File: src/design/signed_int_to_radix_digits_defines.svh
// Assertion macros shared by the signed_int_to_radix_digits RTL files.
// The macros expect a clock named clk and an active-low reset named rst_n.
`ifndef SIGNED_INT_TO_RADIX_DIGITS_DEFINES_SVH
`define SIGNED_INT_TO_RADIX_DIGITS_DEFINES_SVH
`ifndef SYNTHESIS
`define SITRD_ASSERT(label, ante, cons) \
    label: assert property (@(posedge clk) disable iff (!rst_n) (ante) |-> (cons)) \
        else $error("sitrd assertion failed");
`define SITRD_ASSERT_NEXT(label, ante, cons) \
    label: assert property (@(posedge clk) disable iff (!rst_n) (ante) |=> (cons)) \
        else $error("sitrd assertion failed");
`else
`define SITRD_ASSERT(label, ante, cons)
`define SITRD_ASSERT_NEXT(label, ante, cons)
`endif
`endif

File: src/design/sitrd_pkg.sv
// Package for signed_int_to_radix_digits: widths, character codes, register
// indexes, shared types and the alphabet byte lookup. No dependencies.
package sitrd_pkg;

    localparam int DATA_W      = 32;
    localparam int CHAR_W      = 8;
    localparam int DIGIT_W     = 4;
    localparam int RADIX_W     = 5;
    localparam int ALPHA_BYTES = 16;
    localparam int CFG_W       = 64;
    localparam int CFG_IDX_W   = 2;
    localparam int SP_W        = 6;
    localparam int STACK_AW    = 5;
    localparam int STACK_DEPTH = 32;
    localparam int FIFO_DEPTH  = 2;
    localparam int FIFO_PTR_W  = 1;
    localparam int FIFO_CNT_W  = 2;
    localparam int CHUNK_W     = 2;
    localparam int CHUNK_BITS  = 8;

    localparam logic [CHAR_W-1:0] CHAR_PLUS  = 8'h2B;
    localparam logic [CHAR_W-1:0] CHAR_MINUS = 8'h2D;

    localparam logic [CFG_IDX_W-1:0] CFG_DIGITS_LOW  = 2'd0;
    localparam logic [CFG_IDX_W-1:0] CFG_DIGITS_HIGH = 2'd1;

    localparam logic [CHUNK_W-1:0] CHUNK_LAST = 2'd3;

    typedef struct packed {
        logic                 neg;
        logic [DATA_W-1:0]    mag;
        logic [RADIX_W-1:0]   radix;
    } job_t;

    typedef struct packed {
        logic full;
        logic empty;
    } fifo_stat_t;

    typedef enum logic [1:0] {
        B_IDLE,
        B_DIV,
        B_SIGN,
        B_EMIT
    } back_state_t;

    function automatic logic [CHAR_W-1:0] alpha_byte(
        input logic [CFG_W-1:0]   lo,
        input logic [CFG_W-1:0]   hi,
        input logic [DIGIT_W-1:0] k
    );
        logic [CFG_W-1:0] w;
        w = k[DIGIT_W-1] ? hi : lo;
        return w[{k[DIGIT_W-2:0], 3'b000} +: CHAR_W];
    endfunction

endpackage

File: src/design/sitrd_front.sv
// Front end: takes input beats, checks the alphabet and finds the radix,
// and queues the sign, magnitude and radix of each number. Uses sitrd_pkg.
module sitrd_front
    import sitrd_pkg::*;
#(
    parameter int MAX_RADIX = 16
)
(
    input  logic                s_axis_tvalid,
    output logic                s_axis_tready,
    input  logic [DATA_W-1:0]   value,
    input  logic [CFG_W-1:0]    digits_low,
    input  logic [CFG_W-1:0]    digits_high,
    input  fifo_stat_t          fifo_stat,
    output logic                push,
    output job_t                job
);

    logic [CHAR_W-1:0]  alpha [ALPHA_BYTES];
    logic [RADIX_W-1:0] radix;
    logic               found;
    logic               bad;

    always_comb
    begin
        radix = RADIX_W'(MAX_RADIX);
        found = 1'b0;
        for (int i = 0; i < ALPHA_BYTES; i++)
        begin
            alpha[i] = alpha_byte(digits_low, digits_high, DIGIT_W'(i));
            if (!found && (alpha[i] == '0 || i >= MAX_RADIX))
            begin
                radix = RADIX_W'(i);
                found = 1'b1;
            end
        end
        bad = (radix < RADIX_W'(2));
        for (int i = 0; i < ALPHA_BYTES; i++)
        begin
            if (RADIX_W'(i) < radix && (alpha[i] == CHAR_PLUS || alpha[i] == CHAR_MINUS))
            begin
                bad = 1'b1;
            end
            for (int j = i + 1; j < ALPHA_BYTES; j++)
            begin
                if (RADIX_W'(j) < radix && alpha[i] == alpha[j])
                begin
                    bad = 1'b1;
                end
            end
        end
    end

    assign s_axis_tready = !fifo_stat.full;
    assign push          = s_axis_tvalid && !fifo_stat.full && !bad;
    assign job.neg       = value[DATA_W-1];
    assign job.mag       = value[DATA_W-1] ? (DATA_W'(0) - value) : value;
    assign job.radix     = radix;

endmodule

File: src/design/sitrd_fifo.sv
// Two-entry queue of classified numbers between the front and back ends.
// Uses sitrd_pkg and the assertion macros header.
`include "signed_int_to_radix_digits_defines.svh"
module sitrd_fifo
    import sitrd_pkg::*;
(
    input  logic        clk,
    input  logic        rst_n,
    input  logic        push,
    input  job_t        push_job,
    input  logic        pop,
    output job_t        pop_job,
    output fifo_stat_t  stat
);

    job_t                  mem_reg [FIFO_DEPTH];
    logic [FIFO_PTR_W-1:0] wr_ptr_reg;
    logic [FIFO_PTR_W-1:0] wr_ptr_next;
    logic [FIFO_PTR_W-1:0] rd_ptr_reg;
    logic [FIFO_PTR_W-1:0] rd_ptr_next;
    logic [FIFO_CNT_W-1:0] cnt_reg;
    logic [FIFO_CNT_W-1:0] cnt_next;

    assign stat.full  = (cnt_reg == FIFO_CNT_W'(FIFO_DEPTH));
    assign stat.empty = (cnt_reg == '0);
    assign pop_job    = mem_reg[rd_ptr_reg];

    always_comb
    begin
        wr_ptr_next = push ? wr_ptr_reg + 1'b1 : wr_ptr_reg;
        rd_ptr_next = pop ? rd_ptr_reg + 1'b1 : rd_ptr_reg;
        cnt_next    = cnt_reg + FIFO_CNT_W'(push) - FIFO_CNT_W'(pop);
    end

    always_ff @(posedge clk or negedge rst_n)
    begin
        if (!rst_n)
        begin
            wr_ptr_reg <= '0;
            rd_ptr_reg <= '0;
            cnt_reg    <= '0;
        end
        else
        begin
            wr_ptr_reg <= wr_ptr_next;
            rd_ptr_reg <= rd_ptr_next;
            cnt_reg    <= cnt_next;
        end
    end

    always_ff @(posedge clk)
    begin
        if (push)
        begin
            mem_reg[wr_ptr_reg] <= push_job;
        end
    end

    `SITRD_ASSERT(a_push_not_full, push, !stat.full)
    `SITRD_ASSERT(a_pop_not_empty, pop, !stat.empty)

endmodule

File: src/design/sitrd_back.sv
// Back end: divides each queued magnitude by the radix digit by digit, stacks
// the digits, then sends the sign and the digits out. Uses sitrd_pkg.
`include "signed_int_to_radix_digits_defines.svh"
module sitrd_back
    import sitrd_pkg::*;
(
    input  logic                clk,
    input  logic                rst_n,
    input  fifo_stat_t          fifo_stat,
    input  job_t                job,
    output logic                pop,
    input  logic [CFG_W-1:0]    digits_low,
    input  logic [CFG_W-1:0]    digits_high,
    output logic                m_axis_tvalid,
    input  logic                m_axis_tready,
    output logic [CHAR_W-1:0]   m_axis_tdata,
    output logic                m_axis_tlast
);

    back_state_t          state_reg;
    back_state_t          state_next;
    logic [DATA_W-1:0]    quo_reg;
    logic [DATA_W-1:0]    quo_next;
    logic [DIGIT_W-1:0]   rem_reg;
    logic [DIGIT_W-1:0]   rem_next;
    logic                 neg_reg;
    logic                 neg_next;
    logic [RADIX_W-1:0]   radix_reg;
    logic [RADIX_W-1:0]   radix_next;
    logic [SP_W-1:0]      sp_reg;
    logic [SP_W-1:0]      sp_next;
    logic [CHUNK_W-1:0]   chunk_reg;
    logic [CHUNK_W-1:0]   chunk_next;
    logic                 out_valid_reg;
    logic [CHAR_W-1:0]    char_reg;
    logic                 last_reg;

    logic [DIGIT_W-1:0]   stack_reg [STACK_DEPTH];
    logic                 stack_we;
    logic [SP_W-1:0]      sp_dec;

    logic [RADIX_W-1:0]   div_r;
    logic [CHUNK_BITS-1:0] div_q;
    logic [DATA_W-1:0]    quo_shift;

    logic                 slot_free;
    logic                 out_load;
    logic [CHAR_W-1:0]    out_char;
    logic                 out_last;

    // Eight restoring steps of the short division per cycle, most significant bits first.
    always_comb
    begin
        div_r = {1'b0, rem_reg};
        div_q = '0;
        for (int i = 0; i < CHUNK_BITS; i++)
        begin
            div_r = {div_r[RADIX_W-2:0], quo_reg[DATA_W-1-i]};
            if (div_r >= radix_reg)
            begin
                div_r = div_r - radix_reg;
                div_q[CHUNK_BITS-1-i] = 1'b1;
            end
        end
        quo_shift = {quo_reg[DATA_W-CHUNK_BITS-1:0], div_q};
    end

    assign sp_dec    = sp_reg - 1'b1;
    assign slot_free = !out_valid_reg || m_axis_tready;

    always_comb
    begin
        state_next = state_reg;
        quo_next   = quo_reg;
        rem_next   = rem_reg;
        neg_next   = neg_reg;
        radix_next = radix_reg;
        sp_next    = sp_reg;
        chunk_next = chunk_reg;
        pop        = 1'b0;
        stack_we   = 1'b0;
        out_load   = 1'b0;
        out_char   = CHAR_MINUS;
        out_last   = 1'b0;
        unique case (state_reg)
            B_IDLE:
            begin
                if (!fifo_stat.empty)
                begin
                    pop        = 1'b1;
                    quo_next   = job.mag;
                    rem_next   = '0;
                    neg_next   = job.neg;
                    radix_next = job.radix;
                    sp_next    = '0;
                    chunk_next = '0;
                    state_next = B_DIV;
                end
            end
            B_DIV:
            begin
                quo_next   = quo_shift;
                rem_next   = div_r[DIGIT_W-1:0];
                chunk_next = chunk_reg + 1'b1;
                if (chunk_reg == CHUNK_LAST)
                begin
                    stack_we = 1'b1;
                    sp_next  = sp_reg + 1'b1;
                    rem_next = '0;
                    if (quo_shift == '0)
                    begin
                        state_next = neg_reg ? B_SIGN : B_EMIT;
                    end
                end
            end
            B_SIGN:
            begin
                if (slot_free)
                begin
                    out_load   = 1'b1;
                    out_char   = CHAR_MINUS;
                    out_last   = 1'b0;
                    state_next = B_EMIT;
                end
            end
            B_EMIT:
            begin
                if (slot_free)
                begin
                    out_load = 1'b1;
                    out_char = alpha_byte(digits_low, digits_high,
                                          stack_reg[sp_dec[STACK_AW-1:0]]);
                    out_last = (sp_reg == SP_W'(1));
                    sp_next  = sp_dec;
                    if (sp_reg == SP_W'(1))
                    begin
                        state_next = B_IDLE;
                    end
                end
            end
            default:
            begin
                state_next = B_IDLE;
            end
        endcase
    end

    always_ff @(posedge clk or negedge rst_n)
    begin
        if (!rst_n)
        begin
            state_reg     <= B_IDLE;
            sp_reg        <= '0;
            chunk_reg     <= '0;
            out_valid_reg <= 1'b0;
        end
        else
        begin
            state_reg <= state_next;
            sp_reg    <= sp_next;
            chunk_reg <= chunk_next;
            if (out_load)
            begin
                out_valid_reg <= 1'b1;
            end
            else if (m_axis_tready)
            begin
                out_valid_reg <= 1'b0;
            end
        end
    end

    always_ff @(posedge clk)
    begin
        quo_reg   <= quo_next;
        rem_reg   <= rem_next;
        neg_reg   <= neg_next;
        radix_reg <= radix_next;
        if (out_load)
        begin
            char_reg <= out_char;
            last_reg <= out_last;
        end
        if (stack_we)
        begin
            stack_reg[sp_reg[STACK_AW-1:0]] <= div_r[DIGIT_W-1:0];
        end
    end

    assign m_axis_tvalid = out_valid_reg;
    assign m_axis_tdata  = char_reg;
    assign m_axis_tlast  = last_reg;

    `SITRD_ASSERT(a_sp_in_range, 1'b1, sp_reg <= SP_W'(STACK_DEPTH))
    `SITRD_ASSERT(a_emit_has_digit, state_reg == B_EMIT, sp_reg != '0)
    `SITRD_ASSERT(a_div_radix_valid, state_reg == B_DIV, radix_reg >= RADIX_W'(2))
    `SITRD_ASSERT_NEXT(a_last_ends_number, out_load && out_last, state_reg == B_IDLE)

endmodule

File: src/design/signed_int_to_radix_digits.sv
// Each digit comes from the short divider (eight quotient bits a cycle), then each character
// goes out through the output register. New numbers are taken in while one is still in work,
// as long as the queue ahead of the divider has room; it holds two more numbers. Reset clears
// the alphabet to zeros, which is invalid and drops items, empties the queue and leaves no
// beat pending.
module signed_int_to_radix_digits
    import sitrd_pkg::*;
#(
    parameter int MAX_RADIX = 16
)
(
    input  logic                 clk,
    input  logic                 rst_n,
    input  logic                 s_axis_tvalid,
    output logic                 s_axis_tready,
    input  logic [DATA_W-1:0]    s_axis_tdata,   // [31:0] value
    output logic                 m_axis_tvalid,
    input  logic                 m_axis_tready,
    output logic [CHAR_W-1:0]    m_axis_tdata,   // [7:0] character
    output logic                 m_axis_tlast,
    input  logic                 cfg_we,
    input  logic [CFG_IDX_W-1:0] cfg_index,
    input  logic [CFG_W-1:0]     cfg_data
);

    logic [CFG_W-1:0] digits_low_reg;
    logic [CFG_W-1:0] digits_high_reg;
    fifo_stat_t       fifo_stat;
    logic             push;
    logic             pop;
    job_t             push_job;
    job_t             pop_job;

    always_ff @(posedge clk or negedge rst_n)
    begin
        if (!rst_n)
        begin
            digits_low_reg  <= '0;
            digits_high_reg <= '0;
        end
        else if (cfg_we)
        begin
            unique case (cfg_index)
                CFG_DIGITS_LOW:  digits_low_reg  <= cfg_data;
                CFG_DIGITS_HIGH: digits_high_reg <= cfg_data;
                default:         ;
            endcase
        end
    end

    sitrd_front #(
        .MAX_RADIX (MAX_RADIX)
    ) u_front (
        .s_axis_tvalid (s_axis_tvalid),
        .s_axis_tready (s_axis_tready),
        .value         (s_axis_tdata),
        .digits_low    (digits_low_reg),
        .digits_high   (digits_high_reg),
        .fifo_stat     (fifo_stat),
        .push          (push),
        .job           (push_job)
    );

    sitrd_fifo u_fifo (
        .clk      (clk),
        .rst_n    (rst_n),
        .push     (push),
        .push_job (push_job),
        .pop      (pop),
        .pop_job  (pop_job),
        .stat     (fifo_stat)
    );

    sitrd_back u_back (
        .clk           (clk),
        .rst_n         (rst_n),
        .fifo_stat     (fifo_stat),
        .job           (pop_job),
        .pop           (pop),
        .digits_low    (digits_low_reg),
        .digits_high   (digits_high_reg),
        .m_axis_tvalid (m_axis_tvalid),
        .m_axis_tready (m_axis_tready),
        .m_axis_tdata  (m_axis_tdata),
        .m_axis_tlast  (m_axis_tlast)
    );

endmodule

File: config.mk
export PLATFORM = sky130hd
export DESIGN_NAME = signed_int_to_radix_digits
export DESIGN_NICKNAME = d
export VERILOG_FILES = /design/src/design/sitrd_pkg.sv /design/src/design/sitrd_front.sv /design/src/design/sitrd_fifo.sv /design/src/design/sitrd_back.sv /design/src/design/signed_int_to_radix_digits.sv
export VERILOG_INCLUDE_DIRS = /design/src /design/src/design
export SDC_FILE = /design/constraint.sdc
export NUM_CORES = 1
export LEC_CHECK = 0
export BUFFER_PORTS_ARGS = -buffer_cell sky130_fd_sc_hd__buf_2
export CAP_MARGIN = 0
export CORE_AREA = 2 2 269 218
export CTS_CLUSTER_SIZE = 40
export DETAILED_ROUTE_END_ITERATION = 16
export DIE_AREA = 0 0 271 220
export PLACE_DENSITY = 0.72
export SETUP_SLACK_MARGIN = 0.2
export SLEW_MARGIN = 20
export SYNTH_ARGS = -nofsm -noshare
export SYNTH_HDL_FRONTEND = slang
export SYNTH_HIERARCHICAL = 1
export SYNTH_SLANG_ARGS = --single-unit
File: constraint.sdc
create_clock -name clk -period 17.85 [get_ports clk]
set_input_delay 0.8925 -clock clk [delete_from_list [all_inputs] [get_ports clk]]
set_output_delay 0.8925 -clock clk [all_outputs]
set_load 0.01 [all_outputs]
==> results.cfg, run 1 <==
[outcome]
outcome = completed

[yosys]
synth_cells = 3020
synth_compound_area_share_pct = 4.624
synth_simple_gate_area_share_pct = 10.54
yosysWarnings = 6
synth-seq-cells = 398
synthTopCellsByArea = edfxtp_1 24%, xnor2_1 15%, xor2_1 13%
ys_types = 72
syn_area_sq_um = 32200
synth_top_family_by_area = XOR/XNOR gates
synth_ff_type = edfxtp_1
syn_nets = 3184
async_flop_share_pct = 35.93
yosysSeqAreaShare_pct = 34.89
synth_xor_area_share_pct = 28.04
synth_area_per_cell_sq_um = 10.66
synth-edff-count = 255
yosysTopAreaCell = edfxtp_1
synth_fa_ha_area_share_pct = 2.557
synth_top_area_share_pct = 23.78
synthMuxAreaShare_pct = 13.71

[route]
drc = 0
wirelength_mm = 109.9
drtAntennaViolNets = 0
post_drt_wl_per_cell_microns = 28.87
drt_iter0_markers = 4317
dr.pass1.iters = 8
route.vias.total = 25550
vias_per_cell = 6.714

[cells_and_area]
nets = 3166
syn_to_final_growth_pct = 7.518
mostFrequentLayoutCells = 546 x xnor2_1, 479 x xor2_1, 255 x edfxtp_1
drive_above_1_share_pct = 19.77
largest_reg_flops = 128
fin_cells = 3806
final_common_cell = xnor2_1

[clock_tree]
cts_hold_buffers = 0
h-tree-depth = 2
cts.reportedPaths.clkPinSlew_ns = 0.07
cts_tree = built
numCtsBuffers = 42
cts_root_buf = clkbuf_16
cts_buffer_depth = 3
cts_resized = 0
clock_sinks = 398
post_cts_buffers = 0
clk_latency_ns = 0.61

[worst_setup_path]
slowest_stage = a21oi_1
crit_required_ns = 18.32
worst_setup_path_end_kind = flop
cp_data_arrival_time_ns = 16.90
path_common_cell = a21o_1
crit_fanout = 14
worstSetupPathType = flop to flop
r2r_start = u_back/radix_reg[1]$_DFFE_PP_
start_kind = flop
max_stage_delay_ns = 0.88
regToRegEndpoint = u_back/state_reg[1]$_DFFE_PN0P_
reg2reg_slack_ns = 1.42
reg2reg_depth = 56

[grt]
grt_pass1_wl_mm = 160.7
grtUsageTotal_pct = 36.01
grt_overflow = 0
grt_max_degree = 99
grt_pass1_vias = 25120
antenna_found_initial = 3

[place]
io_buffers = 113
hpwl_mm = 70.45
gp_congestion = 0.9908
dp_cells = 3727

[timing]
hold_violations = 0
tightest_slew_ns = 1.223
min_period_ns = 16.43
fin_skew_ns = 0.04770
fin_crit_sh_pct = 92.04
report.final.slew_viol_count = 0
slew_headroom_pct = 17.35
setup_violations = 0
finalSetupTns_ns = 0
rsz0062_at_grt = no
maxClockFrequency_mhz = 60.87

[die]
rows = 79
start_util_pct = 56.27
fp.coreArea_sq_um = 57230
ios = 114
fp.dieArea_sq_um = 59620
die_h_microns = 220
chipWidth_microns = 271

[flow_run]
maxCapViolations = 0

[hold_path]
hold_path.class = input pin to async pin
-- routing by layer --
metal	up-vias	wire [microns]	GRT usage (%)
met5	-	31	0.3289
met4	4	4564	14.38
met3	415	16190	13.32
met2	2031	44700	50.71
met1	12590	44390	49.89
li1	10510	-	-
-- kinds of logic (layout without fill, tap and decap cells) --
| logic type | after synthesis | in the layout |
|---|---|---|
| flops | 398 | 398 |
| buf+inv | 357 | 372 |
| mux | 327 | 327 |
| compound gates | 232 | 232 |
| simple gates | 618 | 618 |
| other cells | 0 | 2 |
| fa+ha+maj | 61 | 61 |
| xor+xnor | 1027 | 1027 |
-- area by class of cell --
class / instances / area, sq um
Timing Repair Buffer: 252 / 1615
Clock inverter: 15 / 197.7
Antenna cell: 2 / 5.005
Fill cell: 4601 / 22610
Inverter: 43 / 161.4
Multi-Input combinational cell: 2265 / 19210
Sequential cell: 398 / 11240
Tap cell: 769 / 962.2
Clock buffer: 62 / 1236
-- synthesized netlist by cell type, types with 10 or more instances --
library cell	instances
xnor2_1	546
xor2_1	479
edfxtp_1	255
buf_2	150
nor4_1	145
dfrtp_1	143
nand4_1	141
mux2_2	132
nor2_1	115
clkbuf_1	90
mux2_4	80
nand2_1	75
mux2i_1	69
a21oi_1	68
ha_1	53
mux4_2	46
o21ai_0	46
buf_1	45
inv_1	42
nand3_1	35
a21o_1	30
nor3_1	29
a22oi_1	25
nand2b_1	15
buf_12	12
buf_4	10
o31ai_1	10
-- stage by stage --
step	util (%)	area, sq um	worst slack [ns]	hold slack [ns]
final	60.50	34620	1.421	0.4247
after global routing	60.49	34620	0.3728	0.5074
after CTS	60.46	34600	1.671	0.4655
after detailed placement	57.96	33170	1.732	0.4983
after global placement	57.96	33170	2.044	0.4791
after floorplan	-	32200	3.991	0.4555
-- worst max-delay path: cells and delay by family (launching register included) --
family | cells | cell delay, ns
buffers and inverters | 5 | 0.94
flip-flops | 1 | 0.48
adder cells (fa/ha/maj) | 8 | 2.38
AO/OA/AOI/OAI | 33 | 8.89
multiplexers | 7 | 2.93
AND/OR/NAND/NOR | 3 | 0.64
-- worst max path at each step --
stage                                        endpoint                          start  slack (ns)
floorplan            u_back/stack_reg[0][0]$_DFFE_PP_  u_back/radix_reg[1]$_DFFE_PP_        3.99
global placement      u_back/state_reg[1]$_DFFE_PN0P_  u_back/radix_reg[1]$_DFFE_PP_        2.04
detailed placement  u_back/stack_reg[22][2]$_DFFE_PP_  u_back/radix_reg[1]$_DFFE_PP_        1.73
CTS                 u_back/stack_reg[19][2]$_DFFE_PP_  u_back/radix_reg[1]$_DFFE_PP_        1.67
global route          u_back/state_reg[1]$_DFFE_PN0P_  u_back/radix_reg[1]$_DFFE_PP_        0.37
finish                u_back/state_reg[1]$_DFFE_PN0P_  u_back/radix_reg[1]$_DFFE_PP_        1.42
Power of run 1 is left out: the tool's default activity adds up to more than one toggle a clock period on the data nets, which glitch-free logic cannot reach.
==> inputs of run 2 (changes only) <==
--- a/config.mk
+++ b/config.mk
@@ -8,14 +8,13 @@
 export LEC_CHECK = 0
 export BUFFER_PORTS_ARGS = -buffer_cell sky130_fd_sc_hd__buf_2
 export CAP_MARGIN = 0
-export CORE_AREA = 2 2 269 218
+export CORE_AREA = 2 2 267 216
 export CTS_CLUSTER_SIZE = 40
 export DETAILED_ROUTE_END_ITERATION = 16
-export DIE_AREA = 0 0 271 220
+export DIE_AREA = 0 0 269 218
 export PLACE_DENSITY = 0.72
 export SETUP_SLACK_MARGIN = 0.2
 export SLEW_MARGIN = 20
 export SYNTH_ARGS = -nofsm -noshare
 export SYNTH_HDL_FRONTEND = slang
-export SYNTH_HIERARCHICAL = 1
 export SYNTH_SLANG_ARGS = --single-unit
==> results.cfg, run 2 <==
[power_and_ir_drop]
clock_power_share_pct = 23.5
swShare_pct = 39.87
p_leak_nw = 12.59
powerDensity_nw_per_um2 = 108.5
p_sw_w = 0.001474
p_comb_share_pct = 41.9
seq_power_share_pct = 34.6
p_int_w = 0.002222
irDropWorstVdd_mv = 0.1031

[grt]
antenna_found_initial = 2
grt_pass1_vias = 25120
grtUsageTotal_pct = 35.32
grt_max_degree = 73
grt_pass1_wl_mm = 155.4
grt_overflow = 0

[die]
ios = 114
fp.dieArea_sq_um = 58640
chipWidth_microns = 269
rows = 78
start_util_pct = 56.37
die_h_microns = 218
fp.coreArea_sq_um = 56120

[yosys]
synth.top_cells.by_count = 579 x xor2_1, 450 x xnor2_1, 255 x edfxtp_1, 161 x nor4_1, 153 x mux2_2
yosysSeqAreaShare_pct = 35.52
synth_most_common_cell = xor2_1
synthTopCellsByArea = edfxtp_1 24%, xor2_1 16%, xnor2_1 12%
syn_area_sq_um = 31630
synth_xor_area_share_pct = 28.54
synth_simple_gate_area_share_pct = 11.77
synth_top_family_by_area = XOR/XNOR gates
synth-edff-count = 255
synth_ff_type = edfxtp_1
yosysTopAreaCell = edfxtp_1
synth_area_per_cell_sq_um = 10.25
syn_nets = 3251
ys_types = 69
synth_top_area_share_pct = 24.21
yosysWarnings = 0
synth-seq-cells = 398
synthMuxAreaShare_pct = 11.26
synth_compound_area_share_pct = 5.134
synth_cells = 3087
async_flop_share_pct = 35.93
synth_fa_ha_area_share_pct = 2.603

[timing]
slew_headroom_pct = 15.16
maxClockFrequency_mhz = 69.90
fin_skew_ns = 0.03541
final.setup.worst_slack_ns = 3.544
finalSetupTns_ns = 0
fin_crit_sh_pct = 80.14
setup_violations = 0
report.final.slew_viol_count = 0
hold_violations = 0
tightest_slew_ns = 1.273
rsz0062_at_grt = no
hold_slack_ns = 0.3151
min_period_ns = 14.31

[clock_tree]
clk_latency_ns = 0.60
cts_buffer_depth = 3
cts_hold_buffers = 0
cts.reportedPaths.clkPinSlew_ns = 0.06
cts_tree = built
cts_root_buf = clkbuf_16
post_cts_buffers = 0
h-tree-depth = 2
numCtsBuffers = 41
cts_resized = 0
clock_sinks = 398

[worst_setup_path]
regToRegEndpoint = u_back.state_reg[1]$_DFFE_PN0P_
max_stage_delay_ns = 0.58
crit_fanout = 13
slowest_stage = inv_1
cp_data_arrival_time_ns = 14.76
path_common_cell = a21o_1
worst_setup_path_end_kind = flop
start_kind = flop
crit_required_ns = 18.30
worstSetupPathType = flop to flop
r2r_start = u_back.radix_reg[1]$_DFFE_PP_
reg2reg_slack_ns = 3.54
reg2reg_depth = 59

[place]
hpwl_mm = 66.00
gp_congestion = 1.011
post-place-ws_ns = 3.661
dp_cells = 3759
io_buffers = 113

[route]
wirelength_mm = 103.7
drt_iter0_markers = 3175
dr.pass1.iters = 6
drc = 0
vias_per_cell = 6.543
route.vias.total = 25100
post_drt_wl_per_cell_microns = 27.03
drtAntennaViolNets = 0

[cells_and_area]
nets = 3208
drive_above_1_share_pct = 17.00
syn_to_final_growth_pct = 7.650
final_common_cell = xor2_1
fin_cells = 3837
mostFrequentLayoutCells = 579 x xor2_1, 450 x xnor2_1, 255 x edfxtp_1
fillers = 4594
largest_reg_flops = 128

[outcome]
outcome = completed

[hold_path]
hold_path.class = input pin to async pin

[flow_run]
maxCapViolations = 0
run 2: cell types whose count changed in the layout (fill, tap and decap cells not counted), moves of 17 or more:
| cell | before | now |
|---|---|---|
| xnor2_1 | 546 | 450 |
| a21oi_1 | 67 | 38 |
| nand4_1 | 141 | 115 |
| mux2_2 | 132 | 153 |
| mux2_4 | 80 | 0 |
| nand2_1 | 75 | 152 |
| mux2i_1 | 69 | 106 |
| xor2_1 | 479 | 579 |
| or3_1 | 9 | 26 |
| o21ai_0 | 45 | 87 |
| nor2_1 | 115 | 92 |
run 2: power by group through the flow:
| stage | Combinational, W | Clock [W] | Sequential, W |
|---|---|---|---|
| 2_1_floorplan | 0.00119 | 0 | 0.00114 |
| 3_3_place_gp | 0.00142 | 0 | 0.00128 |
| 3_5_place_dp | 0.00148 | 0 | 0.00129 |
| 4_1_cts | 0.00149 | 0.000883 | 0.00127 |
| 5_1_grt | 0.00163 | 0.000920 | 0.00128 |
| 6_report | 0.00155 | 0.000869 | 0.00128 |
run 2: per-stage QoR:
stage	power, W	cell area, sq um	utilization [%]
after detailed placement	0.002769	32650	58.18
final	0.003696	34050	60.68
after CTS	0.003641	33990	60.58
after global placement	0.002700	32650	58.18
after floorplan	0.002339	31630	-
after global routing	0.003833	34050	60.68
run 2: area by class of cell:
type / count / area (sq um) / share of cell area, %
Tap cell: 760 / 950.9 / 2.792
Antenna cell: 1 / 2.502 / 0.007349
Inverter: 43 / 161.4 / 0.4740
Sequential cell: 398 / 11250 / 33.04
Clock buffer: 53 / 1112 / 3.266
Clock inverter: 22 / 231.5 / 0.6797
Timing Repair Buffer: 239 / 1550 / 4.552
Multi-Input combinational cell: 2321 / 18790 / 55.19
run 2: routing by layer:
layer,vias up,routed length (microns),GRT usage (%),part of all wire (%)
li1,10700,-,-,-
met1,12170,40300,47.36,39
met2,1719,44640,52.98,43
met3,512,12110,7.769,12
met4,2,6646,19.74,6.4
met5,-,23,0,0.022
run 2: worst max-delay path by stage:
stage,end,from,cells past startpoint,slack [ns]
floorplan,u_back.rem_reg[1]$_SDFFCE_PP0P_,u_back.radix_reg[1]$_DFFE_PP_,60,4.78
CTS,u_back.state_reg[1]$_DFFE_PN0P_,u_back.radix_reg[1]$_DFFE_PP_,59,3.58
finish,u_back.state_reg[1]$_DFFE_PN0P_,u_back.radix_reg[1]$_DFFE_PP_,59,3.54
global placement,u_back.state_reg[1]$_DFFE_PN0P_,u_back.radix_reg[1]$_DFFE_PP_,59,4.02
global route,u_back.state_reg[1]$_DFFE_PN0P_,u_back.radix_reg[1]$_DFFE_PP_,57,2.41
detailed placement,u_back.state_reg[1]$_DFFE_PN0P_,u_back.radix_reg[1]$_DFFE_PP_,59,3.66
run 2: cell families after synthesis:
family / after synthesis
XOR/XNOR: 1030
multiplexers: 294
buffers and inverters: 368
flip-flops: 398
AND/OR/NAND/NOR: 682
adder cells (fa/ha/maj): 61
AO/OA/AOI/OAI: 254
run 2: worst max-delay path: cells and delay by family, from the launching register on:
family                   cells  cell delay [ns]
AO/OA/AOI/OAI               30             6.39
adder cells (fa/ha/maj)      8             2.44
buffers and inverters        3             0.73
flip-flops                   1             0.51
multiplexers                 6             2.14
AND/OR/NAND/NOR             12             1.96
No activity file was read; power rests on OpenSTA's default activity.
